### config.mk
export PLATFORM = sky130hd
export DESIGN_NAME = xlb_dp
export DESIGN_NICKNAME = d
export VERILOG_FILES = /design/src/hw/rtl/xlb_pkg.sv /design/src/hw/rtl/xlb_dp.sv
export SDC_FILE = /design/constraint.sdc
export NUM_CORES = 2
export LEC_CHECK = 0
export BUFFER_PORTS_ARGS = -buffer_cell sky130_fd_sc_hd__buf_2
export CAP_MARGIN = 0
export CORE_MARGIN = 2
export CORE_UTILIZATION = 30
export DETAILED_ROUTE_END_ITERATION = 6
export GPL_TIMING_DRIVEN = 0
export PLACE_DENSITY_LB_ADDON = 0.12
export SLEW_MARGIN = 20
export SYNTH_ARGS = -nofsm -noshare
export SYNTH_HDL_FRONTEND = slang
export SYNTH_SLANG_ARGS = --single-unit
### constraint.sdc
create_clock -name clk -period 13 [get_ports clk]
set_input_delay 2.6 -clock clk [delete_from_list [all_inputs] [get_ports clk]]
set_output_delay 2.6 -clock clk [all_outputs]
set_load 0.01 [all_outputs]
### src/hw/rtl/xlb_pkg.sv
// ----------------------------------------------------------------------------
// xlb_pkg
// Shared types and constants of the GF(2) linear basis unit.
// ----------------------------------------------------------------------------
package xlb_pkg;

	localparam int OP_W    = 3;
	localparam int VALUE_W = 64;
	localparam int RANK_W  = 6;

	// Code 7 has no member; it falls into the default arms.
	typedef enum logic [OP_W-1:0] {
		OP_INSERT   = 3'd0,
		OP_MAX_XOR  = 3'd1,
		OP_MIN_XOR  = 3'd2,
		OP_CONTAINS = 3'd3,
		OP_KTH      = 3'd4,
		OP_COUNT_LT = 3'd5,
		OP_COUNT_LE = 3'd6
	} op_t;

	typedef struct packed {
		logic start;   // load operands, point at the top row
		logic issue;   // read one row and step the row index down
		logic finish;  // load the output register
	} cmd_t;

	typedef struct packed {
		logic last;    // row index is at row zero
	} status_t;

endpackage

### src/hw/rtl/xlb_dp.sv
// ----------------------------------------------------------------------------
// xlb_dp
// Datapath: basis row memory, rank, one row step per cycle, output register.
// ----------------------------------------------------------------------------
module xlb_dp #(
	parameter int BITS = 60
) (
	input  logic                               clk,
	input  logic                               arst_n,
	input  xlb_pkg::cmd_t                      cmd,
	output xlb_pkg::status_t                   status,
	input  logic [xlb_pkg::OP_W-1:0]           operation,
	input  logic signed [xlb_pkg::VALUE_W-1:0] operand,
	output logic signed [xlb_pkg::VALUE_W-1:0] value,
	output logic                               flag,
	output logic [xlb_pkg::RANK_W-1:0]         rank
);

	localparam int IW = (BITS > 1) ? $clog2(BITS) : 1;
	localparam logic [IW-1:0] TOP_IDX = IW'(BITS - 1);
	localparam int VW = xlb_pkg::VALUE_W;
	localparam int RW = xlb_pkg::RANK_W;

	// basis rows; an entry with its valid bit clear reads as empty
	logic [VW-1:0]   mem [BITS];
	logic [BITS-1:0] vld_q;
	logic [RW-1:0]   rank_q;

	xlb_pkg::op_t op_q;
	logic [VW-1:0] x_q;     // operand, or k for kth
	logic [VW-1:0] acc_q;   // working vector / prefix element
	logic [VW-1:0] red_q;   // operand reduced toward minimum
	logic [VW-1:0] cnt_q;   // span size below the current row
	logic [VW-1:0] ret_q;   // running count
	logic          done_q;
	logic          flag_q;
	logic          kbad_q;

	logic [IW-1:0] idx_q;
	logic [IW-1:0] idx_s1;
	logic          step_s1;
	logic          rvld_s1;
	logic [VW-1:0] rdata_s1;

	logic [VW-1:0] value_q;
	logic          flag_out_q;
	logic [RW-1:0] rank_out_q;

	logic [VW-1:0] cnt_init;
	logic          x_neg;
	logic          x_high;
	logic          is_count;
	logic [5:0]    bi;
	logic          ab;
	logic          xb;
	logic          rb;
	logic [VW-1:0] half;
	logic          kgt;
	logic          want;
	logic [VW-1:0] ret_sum;
	logic [VW-1:0] k_sub;
	logic          wr_en;

	always_comb begin
		cnt_init = VW'(1) << rank_q;
		x_neg    = operand[VW-1];
		x_high   = (operand[VW-2:BITS] != '0);
		is_count = (operation == xlb_pkg::OP_COUNT_LT) || (operation == xlb_pkg::OP_COUNT_LE);
		bi       = 6'(idx_s1);
		ab       = acc_q[bi];
		xb       = x_q[bi];
		rb       = red_q[bi];
		half     = cnt_q >> 1;
		kgt      = x_q > half;
		want     = (op_q == xlb_pkg::OP_KTH) ? kgt : xb;
		ret_sum  = ret_q + (rvld_s1 ? half : cnt_q);
		k_sub    = x_q - half;
		wr_en    = step_s1 && (op_q == xlb_pkg::OP_INSERT) && !done_q && ab && !rvld_s1;
	end

	assign status.last = (idx_q == '0);

	always_ff @(posedge clk) begin
		if (wr_en) mem[idx_s1] <= acc_q;
		rdata_s1 <= mem[idx_q];
	end

	always_ff @(posedge clk or negedge arst_n) begin
		if (!arst_n) begin
			vld_q   <= '0;
			rank_q  <= '0;
			step_s1 <= 1'b0;
		end else begin
			step_s1 <= cmd.issue;
			if (wr_en) begin
				vld_q[idx_s1] <= 1'b1;
				rank_q        <= rank_q + RW'(1);
			end
		end
	end

	always_ff @(posedge clk) begin
		idx_s1  <= idx_q;
		rvld_s1 <= vld_q[idx_q];
		if (cmd.start) begin
			idx_q <= TOP_IDX;
		end else if (cmd.issue) begin
			idx_q <= idx_q - IW'(1);
		end

		if (cmd.start) begin
			op_q   <= xlb_pkg::op_t'(operation);
			x_q    <= operand;
			red_q  <= operand;
			acc_q  <= (operation == xlb_pkg::OP_KTH || is_count) ? '0 : operand;
			cnt_q  <= cnt_init;
			ret_q  <= (!x_neg && x_high) ? cnt_init : '0;
			done_q <= is_count && (x_neg || x_high);
			flag_q <= 1'b0;
			kbad_q <= x_neg || (operand == '0) || (operand > cnt_init);
		end else if (step_s1) begin
			if (rvld_s1 && rb) red_q <= red_q ^ rdata_s1;
			case (op_q)
				xlb_pkg::OP_INSERT: begin
					if (wr_en) begin
						done_q <= 1'b1;
						flag_q <= 1'b1;
					end else if (!done_q && ab) begin
						acc_q <= acc_q ^ rdata_s1;
					end
				end
				xlb_pkg::OP_MAX_XOR: begin
					if (rvld_s1 && !ab) acc_q <= acc_q ^ rdata_s1;
				end
				xlb_pkg::OP_MIN_XOR, xlb_pkg::OP_CONTAINS: begin
					if (rvld_s1 && ab) acc_q <= acc_q ^ rdata_s1;
				end
				xlb_pkg::OP_KTH: begin
					if (rvld_s1) begin
						if (want != ab) acc_q <= acc_q ^ rdata_s1;
						if (kgt) x_q <= k_sub;
						cnt_q <= half;
					end
				end
				xlb_pkg::OP_COUNT_LT, xlb_pkg::OP_COUNT_LE: begin
					if (!done_q) begin
						if (rvld_s1) begin
							if (xb) ret_q <= ret_sum;
							if (want != ab) acc_q <= acc_q ^ rdata_s1;
							cnt_q <= half;
						end else if (xb ^ ab) begin
							// empty row decides the comparison
							if (xb) ret_q <= ret_sum;
							done_q <= 1'b1;
						end
					end
				end
				default: begin
				end
			endcase
		end

		if (cmd.finish) begin
			rank_out_q <= rank_q;
			case (op_q)
				xlb_pkg::OP_MAX_XOR, xlb_pkg::OP_MIN_XOR: value_q <= acc_q;
				xlb_pkg::OP_KTH:      value_q <= kbad_q ? '1 : acc_q;
				xlb_pkg::OP_COUNT_LT: value_q <= ret_q;
				xlb_pkg::OP_COUNT_LE: value_q <= ret_q + VW'(red_q == '0);
				default:              value_q <= '0;
			endcase
			case (op_q)
				xlb_pkg::OP_INSERT:   flag_out_q <= flag_q;
				xlb_pkg::OP_CONTAINS: flag_out_q <= (red_q == '0);
				default:              flag_out_q <= 1'b0;
			endcase
		end
	end

	assign value = value_q;
	assign flag  = flag_out_q;
	assign rank  = rank_out_q;

	a_write_empty_row: assert property (@(posedge clk) disable iff (!arst_n)
		wr_en |-> !vld_q[idx_s1])
		else $error("insert overwrote a nonempty row");

	a_write_lead_bit: assert property (@(posedge clk) disable iff (!arst_n)
		wr_en |-> acc_q[bi])
		else $error("stored row lacks its leading bit");

	a_rank_matches: assert property (@(posedge clk) disable iff (!arst_n)
		rank_q == RW'($countones(vld_q)))
		else $error("rank differs from number of filled rows");

endmodule

==> results.sh <==
export IMPL_hold_viol=0
export IMPL_grt_pass1_vias=104000
export IMPL_synth_xor_area_share_pct=1.37
export IMPL_place_area_sq_um=203000
export IMPL_fin_setup_tns_ns=0
export IMPL_period_share_pct=58.0
export IMPL_place_gp_congestion=0.932
export IMPL_h_tree_depth=5
export IMPL_ys_types=92
export IMPL_ios=144
export IMPL_synth_flop_cell="edfxtp_1"
export IMPL_synth_seq_area_share_pct=72.2
export IMPL_synth_adder_area_share_pct=1.41
export IMPL_cts_buffers=471
export IMPL_synthMuxAreaShare_pct=15.4
export IMPL_cts_tree="built"
export IMPL_num_vias=102000
export IMPL_synth_top_family_by_area="multiplexers"
export IMPL_cp_top_family="buffers and inverters"
export IMPL_path_max_fanout=11
export IMPL_postLayoutCellArea_sq_um=219000
export IMPL_cp_num_cells=8
export IMPL_avgViaCountPerCell=5.32
export IMPL_worstSetupPathType="reg2out"
export IMPL_irDropWorstVdd_mv=0.122
export IMPL_fp_dieW_um=780
export IMPL_cts_resized=0
export IMPL_root_buffer="clkbuf_16"
export IMPL_initialDrtViolationCount=11500
export IMPL_cts_clk_slew_worst_paths_ns=0.07
export IMPL_status="finished, final reports clean"
export IMPL_p_per_area_nw_per_um2=162
export IMPL_cpMostUsedCell="buf_2"
export IMPL_core_rowCount=285
export IMPL_synth_simple_area_share_pct=3.47
export IMPL_antenna_left=0
export IMPL_timing_fmax_mhz=133
export IMPL_reg2reg_depth=15
export IMPL_track_usage_pct=22.4
export IMPL_grt_max_degree=62
export IMPL_cts_hold_buf=0
export IMPL_portBuffers=143
export IMPL_cp_required_ns=10.40
export IMPL_area_growth_syn_to_layout_pct=21.0
export IMPL_clk_latency_ns=1.08
export IMPL_netlist_instances=9497
export IMPL_die_area_sq_um=608000
export IMPL_rsz0062_at_grt="no"
export IMPL_initial_utilization_pct=30.0
export IMPL_slowest_stage="clkinv_1"
export IMPL_relSlewSlack_pct=16.4
export IMPL_final_max_slew_violation_count=0
export IMPL_worstHoldPathCells=0
export IMPL_synth_compound_area_share_pct=4.73
export IMPL_ys_warn_count=0
export IMPL_layout_min_cycle_time_ns=7.54
export IMPL_finClkSkew_ns=0.0682
export IMPL_dp_hpwl_um=537000
export IMPL_worstMarginPinSlew_ns=1.25
export IMPL_overflow=0
export IMPL_cp_cell_sequence="buf_2 -> buf_2 -> buf_2 -> clkinv_1 -> clkbuf_1 -> ha_1 -> and3_1 -> buf_2"
export IMPL_maxCapViolCount=0
export IMPL_final_common_cell="edfxtp_1"
export IMPL_clkSinkCount=4381
export IMPL_grt_pass1_wl_um=930000
export IMPL_async_flop_share_pct=1.53
export IMPL_finalWirelength_um=696000
export IMPL_drive_gt1_share_pct=26.6
export IMPL_fillers=55700
export IMPL_avgSynthCellArea_sq_um=19.0
export IMPL_coreArea_sq_um=601000
export IMPL_syn_cell_area_sq_um=181000
export IMPL_avgRoutedWirePerCell_um=36.3
export IMPL_post_cts_buffers=0
export IMPL_drc=0
export IMPL_hp_class="reg2reg"
export IMPL_power_leakage_nw=71.0
export IMPL_antenna_found_initial=106
export IMPL_syn_num_nets=9771
export IMPL_slowest_delay_ns=0.64
export IMPL_synth_seq_cells=4381
export IMPL_dr_pass1_iters=6
export IMPL_setup_viol=0
export IMPL_fin_nets=11000
export IMPL_crit_arrival_ns=4.94
export IMPL_chipHeight_um=780
export IMPL_critPathCaptureType="output port"
export IMPL_critPathBufInv=6
export IMPL_worst_setup_path_start_kind="flop"
export IMPL_final_cell_mix="4236 x edfxtp_1, 1192 x mux4_2, 589 x nand2_1, 531 x o21ai_0, 482 x clkbuf_16"
export IMPL_synth_edff_count=4236
export IMPL_cts_buffer_depth=4
## final cells by class
class	instances	area, sq um	share of cell area, %
Sequential cell	4381	130000	59.7
Multi-Input combinational cell	4466	48200	22.1
Clock buffer	595	12600	5.76
Timing Repair Buffer	725	11800	5.38
Tap cell	8036	10100	4.60
Clock inverter	266	2560	1.17
Buffer	534	2370	1.09
Inverter	116	435	0.199
Antenna cell	39	97.6	0.0447
## synth_stat cells, drive strengths merged, types with 7 or more instances
cell type | n | area [sq um]
buf | 151 | 693
o211ai | 25 | 188
a221oi | 44 | 385
nand4 | 79 | 494
a21o | 106 | 796
o21bai | 91 | 683
nor2 | 195 | 742
and2 | 25 | 156
o21a | 23 | 173
clkbuf | 383 | 1440
xor2 | 74 | 648
a31oi | 65 | 407
o22ai | 65 | 407
a221o | 10 | 100
xnor2 | 209 | 1830
inv | 115 | 432
and4 | 11 | 96.3
o311ai | 18 | 158
nand2 | 590 | 2220
a21boi | 7 | 52.6
nand2b | 100 | 626
mux4 | 1192 | 26800
mux2i | 77 | 771
nor3 | 33 | 175
mux2 | 17 | 191
nand3 | 81 | 440
dfxtp | 78 | 1560
a211oi | 61 | 468
nor4 | 45 | 303
o31ai | 12 | 90.1
and3 | 31 | 194
nor3b | 9 | 83.8
edfxtp | 4236 | 127000
nor2b | 90 | 571
a22oi | 49 | 368
a21oi | 209 | 1050
o21ai | 548 | 2750
or2 | 7 | 43.8
dfrtp | 67 | 1680
ha | 200 | 2500
a22o | 10 | 87.6
## routing by layer
layer / GRT usage, % / share of wire (%)
met1: 29.0 / 41
met3: 3.45 / 5.7
met2: 37.7 / 49
met5: 0 / 0.021
met4: 9.16 / 4.8
## sequential cells by signal, indices dropped and copies added, names as in the netlist, 3 cells and up
register,count
rank_q,6
red_q,64
op_q,3
cnt_q,64
rdata_s1,64
x_q,64
mem,3840
acc_q,64
ret_q,64
rank,6
idx_q,6
vld_q,60
bi,6
value,64
## through the flow
stage                     power, mW  hold slack (ns)  setup slack, ns  util, %  std cells
after global routing           36.5            0.351             5.36     36.3      19100
after global placement         21.9            0.341            -5.23     31.8      17700
after floorplan                19.7            0.326             5.42        -       9497
final                          35.3            0.348             5.46     36.3      19200
after detailed placement       22.2            0.333             5.56     33.8      18300
after CTS                      35.6            0.325             5.35     36.3      19100
## worst paths after layout
check	slack [ns]	to	start
worst max-delay path	5.46	status	idx_q[1]$_SDFFE_PP1P_
worst min-delay path	0.35	bi[5]$_DFF_P_	idx_q[5]$_SDFFE_PP1P_
worst max register to register	5.75	ret_q[62]$_DFFE_PP_	rvld_s1$_DFF_P_
worst min register to register	0.35	bi[5]$_DFF_P_	idx_q[5]$_SDFFE_PP1P_
max in group asynchronous	10.99	vld_q[6]$_DFFE_PN0P_	arst_n
min in group asynchronous	1.39	step_s1$_DFF_PN0_	arst_n
## where the power goes
group | internal, mW | total [mW] | switching, mW | leakage [nW]
registers | 16.1 | 16.6 | 0.460 | 40.2
clock network | 7.64 | 13.4 | 5.74 | 7.39
logic | 1.97 | 5.38 | 3.41 | 23.4
## logic make-up after synthesis
group	Yosys count
flip-flops	4381
AO/OA/AOI/OAI	1383
AND/OR/NAND/NOR	1312
multiplexers	1286
buffers and inverters	650
XOR/XNOR	283
adder cells (fa/ha/maj)	202
Power figures use the tool's default switching activity.
