<file path="src/hw/rtl/xlb_pkg.sv">
// ----------------------------------------------------------------------------
// xlb_pkg
// Shared types and constants of the GF(2) linear basis unit.
// ----------------------------------------------------------------------------
package xlb_pkg;

	localparam int OP_W    = 3;
	localparam int VALUE_W = 64;
	localparam int RANK_W  = 6;

	// Code 7 has no member; it falls into the default arms.
	typedef enum logic [OP_W-1:0] {
		OP_INSERT   = 3'd0,
		OP_MAX_XOR  = 3'd1,
		OP_MIN_XOR  = 3'd2,
		OP_CONTAINS = 3'd3,
		OP_KTH      = 3'd4,
		OP_COUNT_LT = 3'd5,
		OP_COUNT_LE = 3'd6
	} op_t;

	typedef struct packed {
		logic start;   // load operands, point at the top row
		logic issue;   // read one row and step the row index down
		logic finish;  // load the output register
	} cmd_t;

	typedef struct packed {
		logic last;    // row index is at row zero
	} status_t;

endpackage

</file>
<file path="src/hw/rtl/xlb_ctrl.sv">
// ----------------------------------------------------------------------------
// xlb_ctrl
// Sequencer: accepts a request, walks all rows, then hands off the result.
// ----------------------------------------------------------------------------
module xlb_ctrl (
	input  logic             clk,
	input  logic             arst_n,
	input  logic             req_valid,
	output logic             req_ready,
	output logic             rsp_valid,
	input  logic             rsp_ready,
	input  xlb_pkg::status_t status,
	output xlb_pkg::cmd_t    cmd
);

	typedef enum logic [1:0] {
		ST_IDLE,
		ST_WALK,
		ST_TAIL,
		ST_FIN
	} state_t;

	state_t state_q;
	logic   out_valid_q;

	assign req_ready  = (state_q == ST_IDLE);
	assign rsp_valid  = out_valid_q;
	assign cmd.start  = (state_q == ST_IDLE) && req_valid;
	assign cmd.issue  = (state_q == ST_WALK);
	assign cmd.finish = (state_q == ST_FIN) && (!out_valid_q || rsp_ready);

	always_ff @(posedge clk or negedge arst_n) begin
		if (!arst_n) begin
			state_q     <= ST_IDLE;
			out_valid_q <= 1'b0;
		end else begin
			if (cmd.finish) begin
				out_valid_q <= 1'b1;
			end else if (rsp_ready) begin
				out_valid_q <= 1'b0;
			end
			unique case (state_q)
				ST_IDLE: begin
					if (req_valid) state_q <= ST_WALK;
				end
				ST_WALK: begin
					if (status.last) state_q <= ST_TAIL;
				end
				ST_TAIL: begin
					state_q <= ST_FIN;
				end
				ST_FIN: begin
					if (cmd.finish) state_q <= ST_IDLE;
				end
				default: begin
					state_q <= ST_IDLE;
				end
			endcase
		end
	end

	a_rsp_from_finish: assert property (@(posedge clk) disable iff (!arst_n)
		$rose(out_valid_q) |-> $past(cmd.finish))
		else $error("response valid without a finished transaction");

	a_tail_to_fin: assert property (@(posedge clk) disable iff (!arst_n)
		(state_q == ST_TAIL) |=> (state_q == ST_FIN))
		else $error("last row step not followed by finish");

	a_start_walks: assert property (@(posedge clk) disable iff (!arst_n)
		cmd.start |=> (state_q == ST_WALK))
		else $error("accepted transaction did not start the walk");

endmodule

</file>
<file path="config.mk">
export PLATFORM = sky130hd
export DESIGN_NAME = xlb_ctrl
export DESIGN_NICKNAME = d
export VERILOG_FILES = /design/src/hw/rtl/xlb_pkg.sv /design/src/hw/rtl/xlb_ctrl.sv
export SDC_FILE = /design/constraint.sdc
export NUM_CORES = 1
export LEC_CHECK = 0
export ABC_CLOCK_PERIOD_IN_PS = 1680
export BUFFER_PORTS_ARGS = -buffer_cell sky130_fd_sc_hd__buf_2
export CAP_MARGIN = 20
export CORE_AREA = 5 5 42 44
export CTS_BUF_LIST = sky130_fd_sc_hd__clkbuf_4 sky130_fd_sc_hd__clkbuf_8
export DETAILED_ROUTE_END_ITERATION = 12
export DIE_AREA = 0 0 47 49
export PLACE_DENSITY = 0.41
export SETUP_SLACK_MARGIN = 0.02
export SLEW_MARGIN = 20
export SYNTH_ARGS = -nofsm -noshare
export SYNTH_HDL_FRONTEND = slang
export SYNTH_SLANG_ARGS = --single-unit
export TNS_END_PERCENT = 20
</file>
<file path="constraint.sdc">
create_clock -name clk -period 1.68 [get_ports clk]
set_clock_uncertainty 0.1 [all_clocks]
set_input_delay 0.168 -clock clk [delete_from_list [all_inputs] [get_ports clk]]
set_output_delay 0.168 -clock clk [all_outputs]
set_load 0.02 [all_outputs]
</file>
==> results of run 1 <==
how the worst max path moves through the flow:
stage | endpoint | slack (ns) | cells after the start
floorplan | state_q[1]$_DFFE_PN0P_ | 0.07 | 5
global placement | state_q[1]$_DFFE_PN0P_ | 0.17 | 5
detailed placement | state_q[1]$_DFFE_PN0P_ | 0.12 | 5
CTS | state_q[1]$_DFFE_PN0P_ | 0.11 | 5
global route | state_q[1]$_DFFE_PN0P_ | 0.06 | 5
finish | state_q[1]$_DFFE_PN0P_ | 0.14 | 5
kinds of logic (layout without fill, tap and decap cells):
group                      Yosys count  in the layout  share of synthesized area (%)
and+or+nand+nor                      6              6                          17.29
adders and majority gates            4              4                          21.62
buffers and inverters                4             18                          6.489
DFF                                  3              3                          32.43
muxes                                2              2                          10.81
AOI/OAI and AO/OA                    1              1                          11.35
state kept, by name, indices dropped and copies added, names as in the netlist:
name / count
state_q: 2
rsp_valid: 1
power by group:
group / internal [W] / switching [W]
registers: 0.000113 / 0.0000343
logic: 0.000177 / 0.000222
clock network: 0.000105 / 0.0000403
layout by cell type (no fill, tap or decap):
cell type / count
inv_1: 2
clkbuf_4: 4
nand2b_4: 1
buf_2: 9
nand2_1: 1
nor2_1: 1
nand2b_1: 1
inv_2: 2
o221ai_4: 1
dfrtp_1: 3
and2_1: 2
ha_1: 4
dlygate4sd3_1: 1
mux2_4: 1
mux2i_1: 1
stage by stage:
| stage | hold slack, ns | area [um^2] | utilization, % | setup WS (ns) |
|---|---|---|---|---|
| after floorplan | -0.2276 | 231.5 | - | 0.07181 |
| after global placement | -0.1300 | 296.5 | 21.16 | 0.1734 |
| after detailed placement | -0.1314 | 296.5 | 21.16 | 0.1217 |
| after CTS | 0.1192 | 336.6 | 24.02 | 0.1139 |
| after global routing | 0.1261 | 336.6 | 24.02 | 0.06169 |
| final | 0.1318 | 336.6 | 24.02 | 0.1362 |
cell type report:
cell class / instances / area (um^2)
Sequential cell: 3 / 75.07
Inverter: 4 / 15.01
Timing Repair Buffer: 10 / 55.05
Multi-Input combinational cell: 13 / 141.4
Tap cell: 16 / 20.02
Fill cell: 157 / 1065
Clock buffer: 4 / 30.03
per-layer routing:
layer  vias up  GRT usage [%]  part of all wire (%)
met5         -              0                     0
met4         0          4.147                   2.0
met3         2          6.642                    17
met2        10          6.561                    39
met1        86          5.286                    42
li1         92              -                     -
worst register-to-register path, stage by stage, from the launching register on:
cell	delay, ns
dfrtp_1	0.39
inv_1	0.11
ha_1	0.23
inv_2	0.06
o221ai_4	0.22
mux2_4	0.32
==> flow_metrics.py, run 1 <==
metrics = {
    "clock_tree": {
        "htreeDepth": 1,
        "clk_pin_slew_ns": 0.04,
        "cts_root_buf": "clkbuf_4",
        "cts_tree": "built",
        "post_cts_buffers": 0,
        "cts_resized": 0,
        "clk_latency_ns": 0.24,
        "numCtsBuffers": 3,
        "cts_sinks": 3,
        "cts_hold_buf": 1,
        "clock_path_buffers": 2,
    },
    "floorplanning": {
        "core-area_mm2": 0.001401,
        "die_h_um": 49,
        "start_util_pct": 16.52,
        "rows": 14,
        "io_pins": 10,
        "die-area_mm2": 0.002303,
        "die_w_um": 47,
    },
    "critical_path": {
        "crit_slowest_cell": "dfrtp_1",
        "startpoint_type": "flip-flop",
        "crit_chain": "inv_1 > ha_1 > inv_2 > o221ai_4 > mux2_4",
        "r2r_start": "state_q[0]$_DFFE_PN0P_",
        "critPathMaxStageDelay_ns": 0.39,
        "arrival_ns": 1.56,
        "endpoint_kind": "flip-flop",
        "timing.rr.end": "state_q[1]$_DFFE_PN0P_",
        "ff2ff_path_depth": 5,
        "crit_required_ns": 1.69,
        "crit_type": "flip-flop to flip-flop",
        "critPathLaunch": "state_q[0]$_DFFE_PN0P_",
        "cp_top_family": "flip-flops",
        "rrSetupSlack_ns": 0.14,
        "worstPathMaxFanout": 4,
        "worst-path-buf-inv": 2,
    },
    "timing": {
        "hold_viol": 0,
        "tns_ns": 0,
        "rsz0062_at_grt": "false",
        "period_share_pct": 91.89,
        "drv_slew": 0,
        "fmax_mhz": 647.8,
        "slew-limit-headroom_pct": 86.64,
        "worst_pin_slew_ns": 0.2004,
        "period_needed_ns": 1.544,
        "setup_violations": 0,
    },
    "placement": {
        "portBuffers": 9,
        "dp_cells": 45,
        "dp_hpwl_um": 403.1,
        "gp_congestion": 0.7553,
    },
    "power_and_ir_drop": {
        "p_per_area_mw_per_mm2": 2056,
        "p_total_w": 0.0006920,
        "p_leak_nw": 0.1818,
        "peakVddDrop_mv": 0.5976,
    },
    "finish": {
        "nets": 44,
        "diodes": 0,
        "final_cells": 50,
        "drive_above_1_share_pct": 52.94,
        "syn_to_final_growth_pct": 45.41,
    },
    "global_route": {
        "grt_antenna_before_repair": 0,
        "overflow": 0,
        "grt_pass1_vias": 208,
        "gr-usage-all-layers_pct": 5.638,
        "grt_pass1_wl_um": 807,
        "grt_max_degree": 5,
    },
    "yosys": {
        "synthCells": 20,
        "ys_top_cells_by_area": "dfrtp_1, ha_1, o221ai_4",
        "ys_seq_area_share_pct": 32.43,
        "syn_area_um2": 231.5,
        "synth_edf_count": 0,
        "ys_ff_latch": 3,
        "synth_nets": 29,
        "synth_cell_types": 12,
        "synth_top_flop_cell": "dfrtp_1",
        "post-synth-top-count-cell": "ha_1",
        "yosysTopAreaCellShare_pct": 32.43,
        "synthTopCellsByCount": "ha_1, dfrtp_1, and2_1, inv_1, inv_2",
        "avgSynthCellArea_um2": 11.57,
        "async_reset_ff_share_pct": 100.0,
        "synth_top_cell_by_area": "dfrtp_1",
        "synth_warnings": 0,
    },
    "drt": {
        "firstDrtPassIters": 2,
        "post-route-drc-count": 0,
        "wl_per_cell_um": 9.780,
        "vias": 190,
        "drtAntennaViolNets": 0,
        "drt-total-wl_um": 489,
        "drt_iter0_drc": 1,
        "vias_per_cell": 3.800,
    },
    "run_status": {
        "status": "finished clean",
    },
    "worst_hold_path": {
        "hold_depth": 3,
        "hp-start": "rsp_ready",
        "holdPathEnd": "rsp_valid$_DFFE_PN0P_",
        "worstHoldPathType": "primary input to flip-flop",
    },
    "job": {
        "max_cap_viol_count": 0,
    },
}
Note: power is estimated with default switching activity, not from simulation.
==> run 2, diff against run 1 <==
--- a/config.mk
+++ b/config.mk
@@ -5,7 +5,7 @@
 export SDC_FILE = /design/constraint.sdc
 export NUM_CORES = 1
 export LEC_CHECK = 0
-export ABC_CLOCK_PERIOD_IN_PS = 1680
+export ABC_CLOCK_PERIOD_IN_PS = 1500
 export BUFFER_PORTS_ARGS = -buffer_cell sky130_fd_sc_hd__buf_2
 export CAP_MARGIN = 20
 export CORE_AREA = 5 5 42 44
@@ -14,6 +14,7 @@
 export DIE_AREA = 0 0 47 49
 export PLACE_DENSITY = 0.41
 export SETUP_SLACK_MARGIN = 0.02
+export SKIP_CTS_REPAIR_TIMING = 1
 export SLEW_MARGIN = 20
 export SYNTH_ARGS = -nofsm -noshare
 export SYNTH_HDL_FRONTEND = slang
==> constraint.sdc (replaced) <==
create_clock -name clk -period 1.5 [get_ports clk]
set_clock_uncertainty 0.1 [all_clocks]
set_input_delay 0.15 -clock clk [delete_from_list [all_inputs] [get_ports clk]]
set_output_delay 0.15 -clock clk [all_outputs]
set_load 0.02 [all_outputs]
==> run 2 against run 1 <==
Against the previous run:
- sequential power increased by 18%
- maximum frequency increased by 8.1%
- final cell count increased by 6.0%
- total power increased by 25%
==> flow_metrics.py, run 2 (synthesized netlist as in run 1, its figures left out) <==
metrics = {
    "finish": {
        "layout_commonest_cell": "buf_2",
        "utilization_pct": 26.70,
        "diodes": 0,
        "nets": 47,
        "drive_above_1_share_pct": 67.57,
        "syn_to_final_growth_pct": 61.62,
        "largest_reg_flops": 2,
        "top_register": "state_q",
        "layout_common_cells": "buf_2, inv_2, clkbuf_4",
    },
    "floorplanning": {
        "io_pins": 10,
        "start_util_pct": 16.52,
        "die_w_um": 47,
        "core-area_mm2": 0.001401,
        "die_h_um": 49,
        "die-area_mm2": 0.002303,
        "rows": 14,
    },
    "clock_tree": {
        "cts_root_buf": "clkbuf_4",
        "clk_latency_ns": 0.23,
        "clock_path_buffers": 2,
        "numCtsBuffers": 3,
        "cts_tree": "built",
        "clk_pin_slew_ns": 0.04,
        "cts_sinks": 3,
        "htreeDepth": 1,
    },
    "power_and_ir_drop": {
        "power_switching_w": 0.0003565,
        "seq_power_share_pct": 20.1,
        "p_comb_share_pct": 61.7,
        "internal_power_w": 0.0005092,
        "sw_frac_of_total_pct": 41.18,
        "p_leak_nw": 0.1924,
        "pwr-share-clk_pct": 18.1,
        "peakVddDrop_mv": 0.5455,
        "p_per_area_mw_per_mm2": 2314,
    },
    "critical_path": {
        "critPathMaxStageDelay_ns": 0.41,
        "ff2ff_path_depth": 5,
        "crit_chain": "inv_2 > ha_4 > inv_2 > o221ai_4 > mux2_4",
        "arrival_ns": 1.44,
        "startpoint_type": "flip-flop",
        "endpoint_kind": "flip-flop",
        "crit_type": "flip-flop to flip-flop",
        "crit_required_ns": 1.51,
        "timing.rr.end": "state_q[1]$_DFFE_PN0P_",
        "cp_top_family": "flip-flops",
        "worst-path-buf-inv": 2,
        "rrSetupSlack_ns": 0.07,
        "crit_slowest_cell": "dfrtp_1",
        "worstPathMaxFanout": 4,
        "crit_top_cell": "inv_2",
        "critPathLaunch": "state_q[0]$_DFFE_PN0P_",
        "r2r_start": "state_q[0]$_DFFE_PN0P_",
    },
    "global_route": {
        "grt_pass1_vias": 201,
        "grt_pass1_wl_um": 821,
        "grt_antenna_before_repair": 0,
        "overflow": 0,
        "gr-usage-all-layers_pct": 5.563,
        "grt_max_degree": 5,
    },
    "placement": {
        "dp_slack_ns": 0.02734,
        "dp_hpwl_um": 399.6,
        "gp_congestion": 0.6915,
        "portBuffers": 9,
    },
    "timing": {
        "period_needed_ns": 1.428,
        "worst_pin_slew_ns": 0.1948,
        "fin_ws_ns": 0.07157,
        "period_share_pct": 95.23,
        "rsz0062_at_grt": "true",
        "hold_viol": 0,
        "fmax_mhz": 700.1,
        "hold_slack_ns": 0.1136,
        "tns_ns": 0,
        "drv_slew": 0,
        "setup_violations": 0,
        "slew-limit-headroom_pct": 87.01,
    },
    "drt": {
        "drtAntennaViolNets": 0,
        "post-route-drc-count": 0,
        "vias_per_cell": 3.509,
        "wl_per_cell_um": 9.094,
        "firstDrtPassIters": 1,
        "drt_iter0_drc": 0,
        "drt-total-wl_um": 482,
        "vias": 186,
    },
    "worst_hold_path": {
        "hp-start": "rsp_ready",
        "worstHoldPathType": "primary input to flip-flop",
        "holdPathEnd": "rsp_valid$_DFFE_PN0P_",
        "hold_depth": 3,
    },
    "run_status": {
        "status": "finished clean",
    },
    "job": {
        "max_cap_viol_count": 0,
    },
}
## run 2: how the worst max path moves through the flow
stage | to | cells after the start
2_1_floorplan | state_q[1]$_DFFE_PN0P_ | 5
3_3_place_gp | state_q[1]$_DFFE_PN0P_ | 5
3_5_place_dp | state_q[1]$_DFFE_PN0P_ | 5
4_1_cts | state_q[1]$_DFFE_PN0P_ | 5
5_1_grt | cmd[2] | 4
6_report | state_q[1]$_DFFE_PN0P_ | 5
## run 2: layout make-up
class                      instances  area, um^2
fill                             168        1027
multi-input combinational         13       156.4
inverter                           4       15.01
tap                               16       20.02
clock buffer                       4       30.03
sequential                         3       75.07
timing repair buffer              13       77.57
## run 2: power by group through the flow
| stage | clock, W | combinational, W | sequential, W |
|---|---|---|---|
| final | 0.000157 | 0.000534 | 0.000174 |
| after global routing | 0.000188 | 0.000597 | 0.000180 |
| after CTS | 0.000166 | 0.000489 | 0.000174 |
| after detailed placement | 0 | 0.000484 | 0.000175 |
| after global placement | 0 | 0.000484 | 0.000170 |
| after floorplan | 0 | 0.000375 | 0.000180 |
## run 2: through the flow
stage	instance area, um^2	std cells	power [W]
finish	374.1	53	0.0008657
global route	374.1	53	0.0009641
CTS	341.6	49	0.0008294
detailed placement	311.5	45	0.0006584
global placement	311.5	45	0.0006546
floorplan	246.5	20	0.0005554
## run 2: metal layers
| metal | global-route usage, % | vias up | part of all wire, % |
|---|---|---|---|
| met5 | 0 | - | 0 |
| met1 | 3.956 | 84 | 33 |
| met4 | 6.912 | 0 | 0 |
| met3 | 3.321 | 0 | 8.9 |
| met2 | 8.371 | 5 | 58 |
| li1 | - | 97 | - |
## run 2: tightest hold or removal path, delay by kind of cell
family	cells	cell delay [ns]
buf+inv	1	0.07
simple gates	2	0.17
==> run 3, diff against run 2 <==
--- a/config.mk
+++ b/config.mk
@@ -12,7 +12,7 @@
 export CTS_BUF_LIST = sky130_fd_sc_hd__clkbuf_4 sky130_fd_sc_hd__clkbuf_8
 export DETAILED_ROUTE_END_ITERATION = 12
 export DIE_AREA = 0 0 47 49
-export PLACE_DENSITY = 0.41
+export PLACE_DENSITY = 0.47
 export SETUP_SLACK_MARGIN = 0.02
 export SKIP_CTS_REPAIR_TIMING = 1
 export SLEW_MARGIN = 20
==> run 3 against run 2 <==
Against the previous run:
- total power increased by 10%
- register-to-register slack worse by 0.02 ns
- hold slack worse by 0.0085 ns
- final cell count grew 3.8%
- maximum frequency is 2.6% lower
- largest power group unchanged
- sequential share of layout area down 1.7 points
- non-clock buffer count grew 2
- clock power up 6%
==> flow_metrics.py, run 3 (synthesized netlist as in run 1, its figures left out) <==
metrics = {
    "run_status": {
        "status": "finished clean",
    },
    "global_route": {
        "grt_max_degree": 4,
        "grt_pass1_vias": 195,
        "gr-usage-all-layers_pct": 5.646,
        "overflow": 0,
        "grt_antenna_before_repair": 0,
        "grt_pass1_wl_um": 828,
    },
    "finish": {
        "layout_commonest_cell": "buf_2",
        "nets": 49,
        "drive_above_1_share_pct": 74.36,
        "multiInputGateArea_um2": 166.4,
        "top_register": "state_q",
        "design_area_um2": 409.1,
        "largest_reg_flops": 2,
        "diodes": 0,
        "n_fill_cell": 162,
        "syn_to_final_growth_pct": 76.76,
        "layout_common_cells": "buf_2, inv_2, clkbuf_4, buf_4, dfrtp_1",
        "seq_area_um2": 75.07,
    },
    "power_and_ir_drop": {
        "seq_power_share_pct": 17.4,
        "peakVddDrop_mv": 0.9436,
        "p_leak_nw": 0.2120,
        "internal_power_w": 0.0005740,
        "p_per_area_mw_per_mm2": 2334,
        "power_switching_w": 0.0003811,
        "pwr-share-clk_pct": 17.5,
        "p_total_w": 0.0009551,
        "p_comb_share_pct": 65.1,
        "sw_frac_of_total_pct": 39.91,
    },
    "critical_path": {
        "critPathLaunch": "state_q[0]$_DFFE_PN0P_",
        "cp_top_family": "flip-flops",
        "arrival_ns": 1.22,
        "crit_top_cell": "buf_6",
        "crit_required_ns": 1.25,
        "crit_type": "flip-flop to primary output",
        "worst-path-buf-inv": 3,
        "critPathMaxStageDelay_ns": 0.39,
        "r2r_start": "state_q[0]$_DFFE_PN0P_",
        "worstPathMaxFanout": 3,
        "endpoint_kind": "primary output",
        "startpoint_type": "flip-flop",
        "crit_chain": "inv_2 > ha_4 > buf_6 > and2_4 > buf_6",
        "crit_slowest_cell": "dfrtp_1",
    },
    "drt": {
        "post-route-drc-count": 0,
        "wl_per_cell_um": 9.727,
        "drtAntennaViolNets": 0,
        "drt_iter0_drc": 6,
        "firstDrtPassIters": 2,
        "vias": 198,
        "vias_per_cell": 3.600,
        "drt-total-wl_um": 535,
    },
    "timing": {
        "hold_viol": 0,
        "setup_violations": 0,
        "fin_ws_ns": 0.03273,
        "slew-limit-headroom_pct": 86.06,
        "drv_slew": 0,
        "period_share_pct": 97.82,
        "rsz0062_at_grt": "true",
        "period_needed_ns": 1.467,
        "worst_pin_slew_ns": 0.2091,
        "fmax_mhz": 681.5,
    },
    "floorplanning": {
        "start_util_pct": 16.52,
        "core-area_mm2": 0.001401,
        "io_pins": 10,
        "die_h_um": 49,
        "rows": 14,
        "die_w_um": 47,
        "die-area_mm2": 0.002303,
    },
    "placement": {
        "gp_congestion": 0.6609,
        "dp_hpwl_um": 421.8,
        "placed_area_um2": 326.6,
        "dp_slack_ns": 0.04647,
        "portBuffers": 9,
    },
    "job": {
        "max_cap_viol_count": 0,
    },
    "clock_tree": {
        "clk_pin_slew_ns": 0.04,
        "clk_latency_ns": 0.24,
        "cts_root_buf": "clkbuf_4",
        "numCtsBuffers": 3,
        "htreeDepth": 1,
        "cts_sinks": 3,
        "clock_path_buffers": 2,
        "cts_tree": "built",
    },
    "worst_hold_path": {
        "hp-start": "rsp_ready",
        "worstHoldPathType": "primary input to flip-flop",
    },
}
-- run 3: cell types whose count changed in the layout (fill, tap and decap cells not counted), sizes merged --
cell  change
buf       +2
-- run 3: power groups by stage --
| stage | clock network [W] | logic, W | registers, W |
|---|---|---|---|
| global placement | 0 | 0.000524 | 0.000165 |
| CTS | 0.000175 | 0.000525 | 0.000166 |
| floorplan | 0 | 0.000375 | 0.000180 |
| detailed placement | 0 | 0.000523 | 0.000167 |
| finish | 0.000167 | 0.000622 | 0.000166 |
| global route | 0.000186 | 0.000687 | 0.000173 |
-- run 3: path summary, 6_finish.rpt --
check | end | slack, ns | cells after the start
min in group asynchronous | state_q[0]$_DFFE_PN0P_ | 0.14 | 2
max | cmd[2] | 0.03 | 5
max reg2reg | state_q[1]$_DFFE_PN0P_ | 0.05 | 5
max in group asynchronous | rsp_valid$_DFFE_PN0P_ | 1.05 | 2
min reg2reg | rsp_valid$_DFFE_PN0P_ | 0.44 | 2
min | rsp_valid$_DFFE_PN0P_ | 0.11 | 3
-- run 3: layout make-up --
cell class              instances  share of cell area (%)
clock buffers                   4                   7.339
repair buffers                 15                   25.08
inverters                       4                   3.670
flip-flops and latches          3                   18.35
multi-input cells              13                   40.67
well taps                      16                   4.893
-- run 3: worst register-to-register path, cell delays in order, from the launching register on --
cell and delay [ns]:
dfrtp_1 0.41, buf_4 0.15, ha_2 0.19, nand2b_4 0.08, o221ai_4 0.11, mux2_4 0.30
-- run 3: routing by layer --
layer  track usage (%)  routed length, um
met2             5.882                218
met4             2.765                  0
met5                 0                  0
met3             6.642                 94
met1             6.637                222
-- run 3: stage by stage --
step / std cells / TNS, ns / hold WS (ns) / util (%)
final: 55 / 0 / 0.1050 / 29.20
after global routing: 55 / -0.02753 / 0.1144 / 29.20
after CTS: 51 / -0.04665 / -0.4043 / 25.45
after detailed placement: 47 / 0 / -0.1447 / 23.30
after global placement: 47 / 0 / -0.1458 / 23.30
after floorplan: 20 / 0 / -0.2456 / -
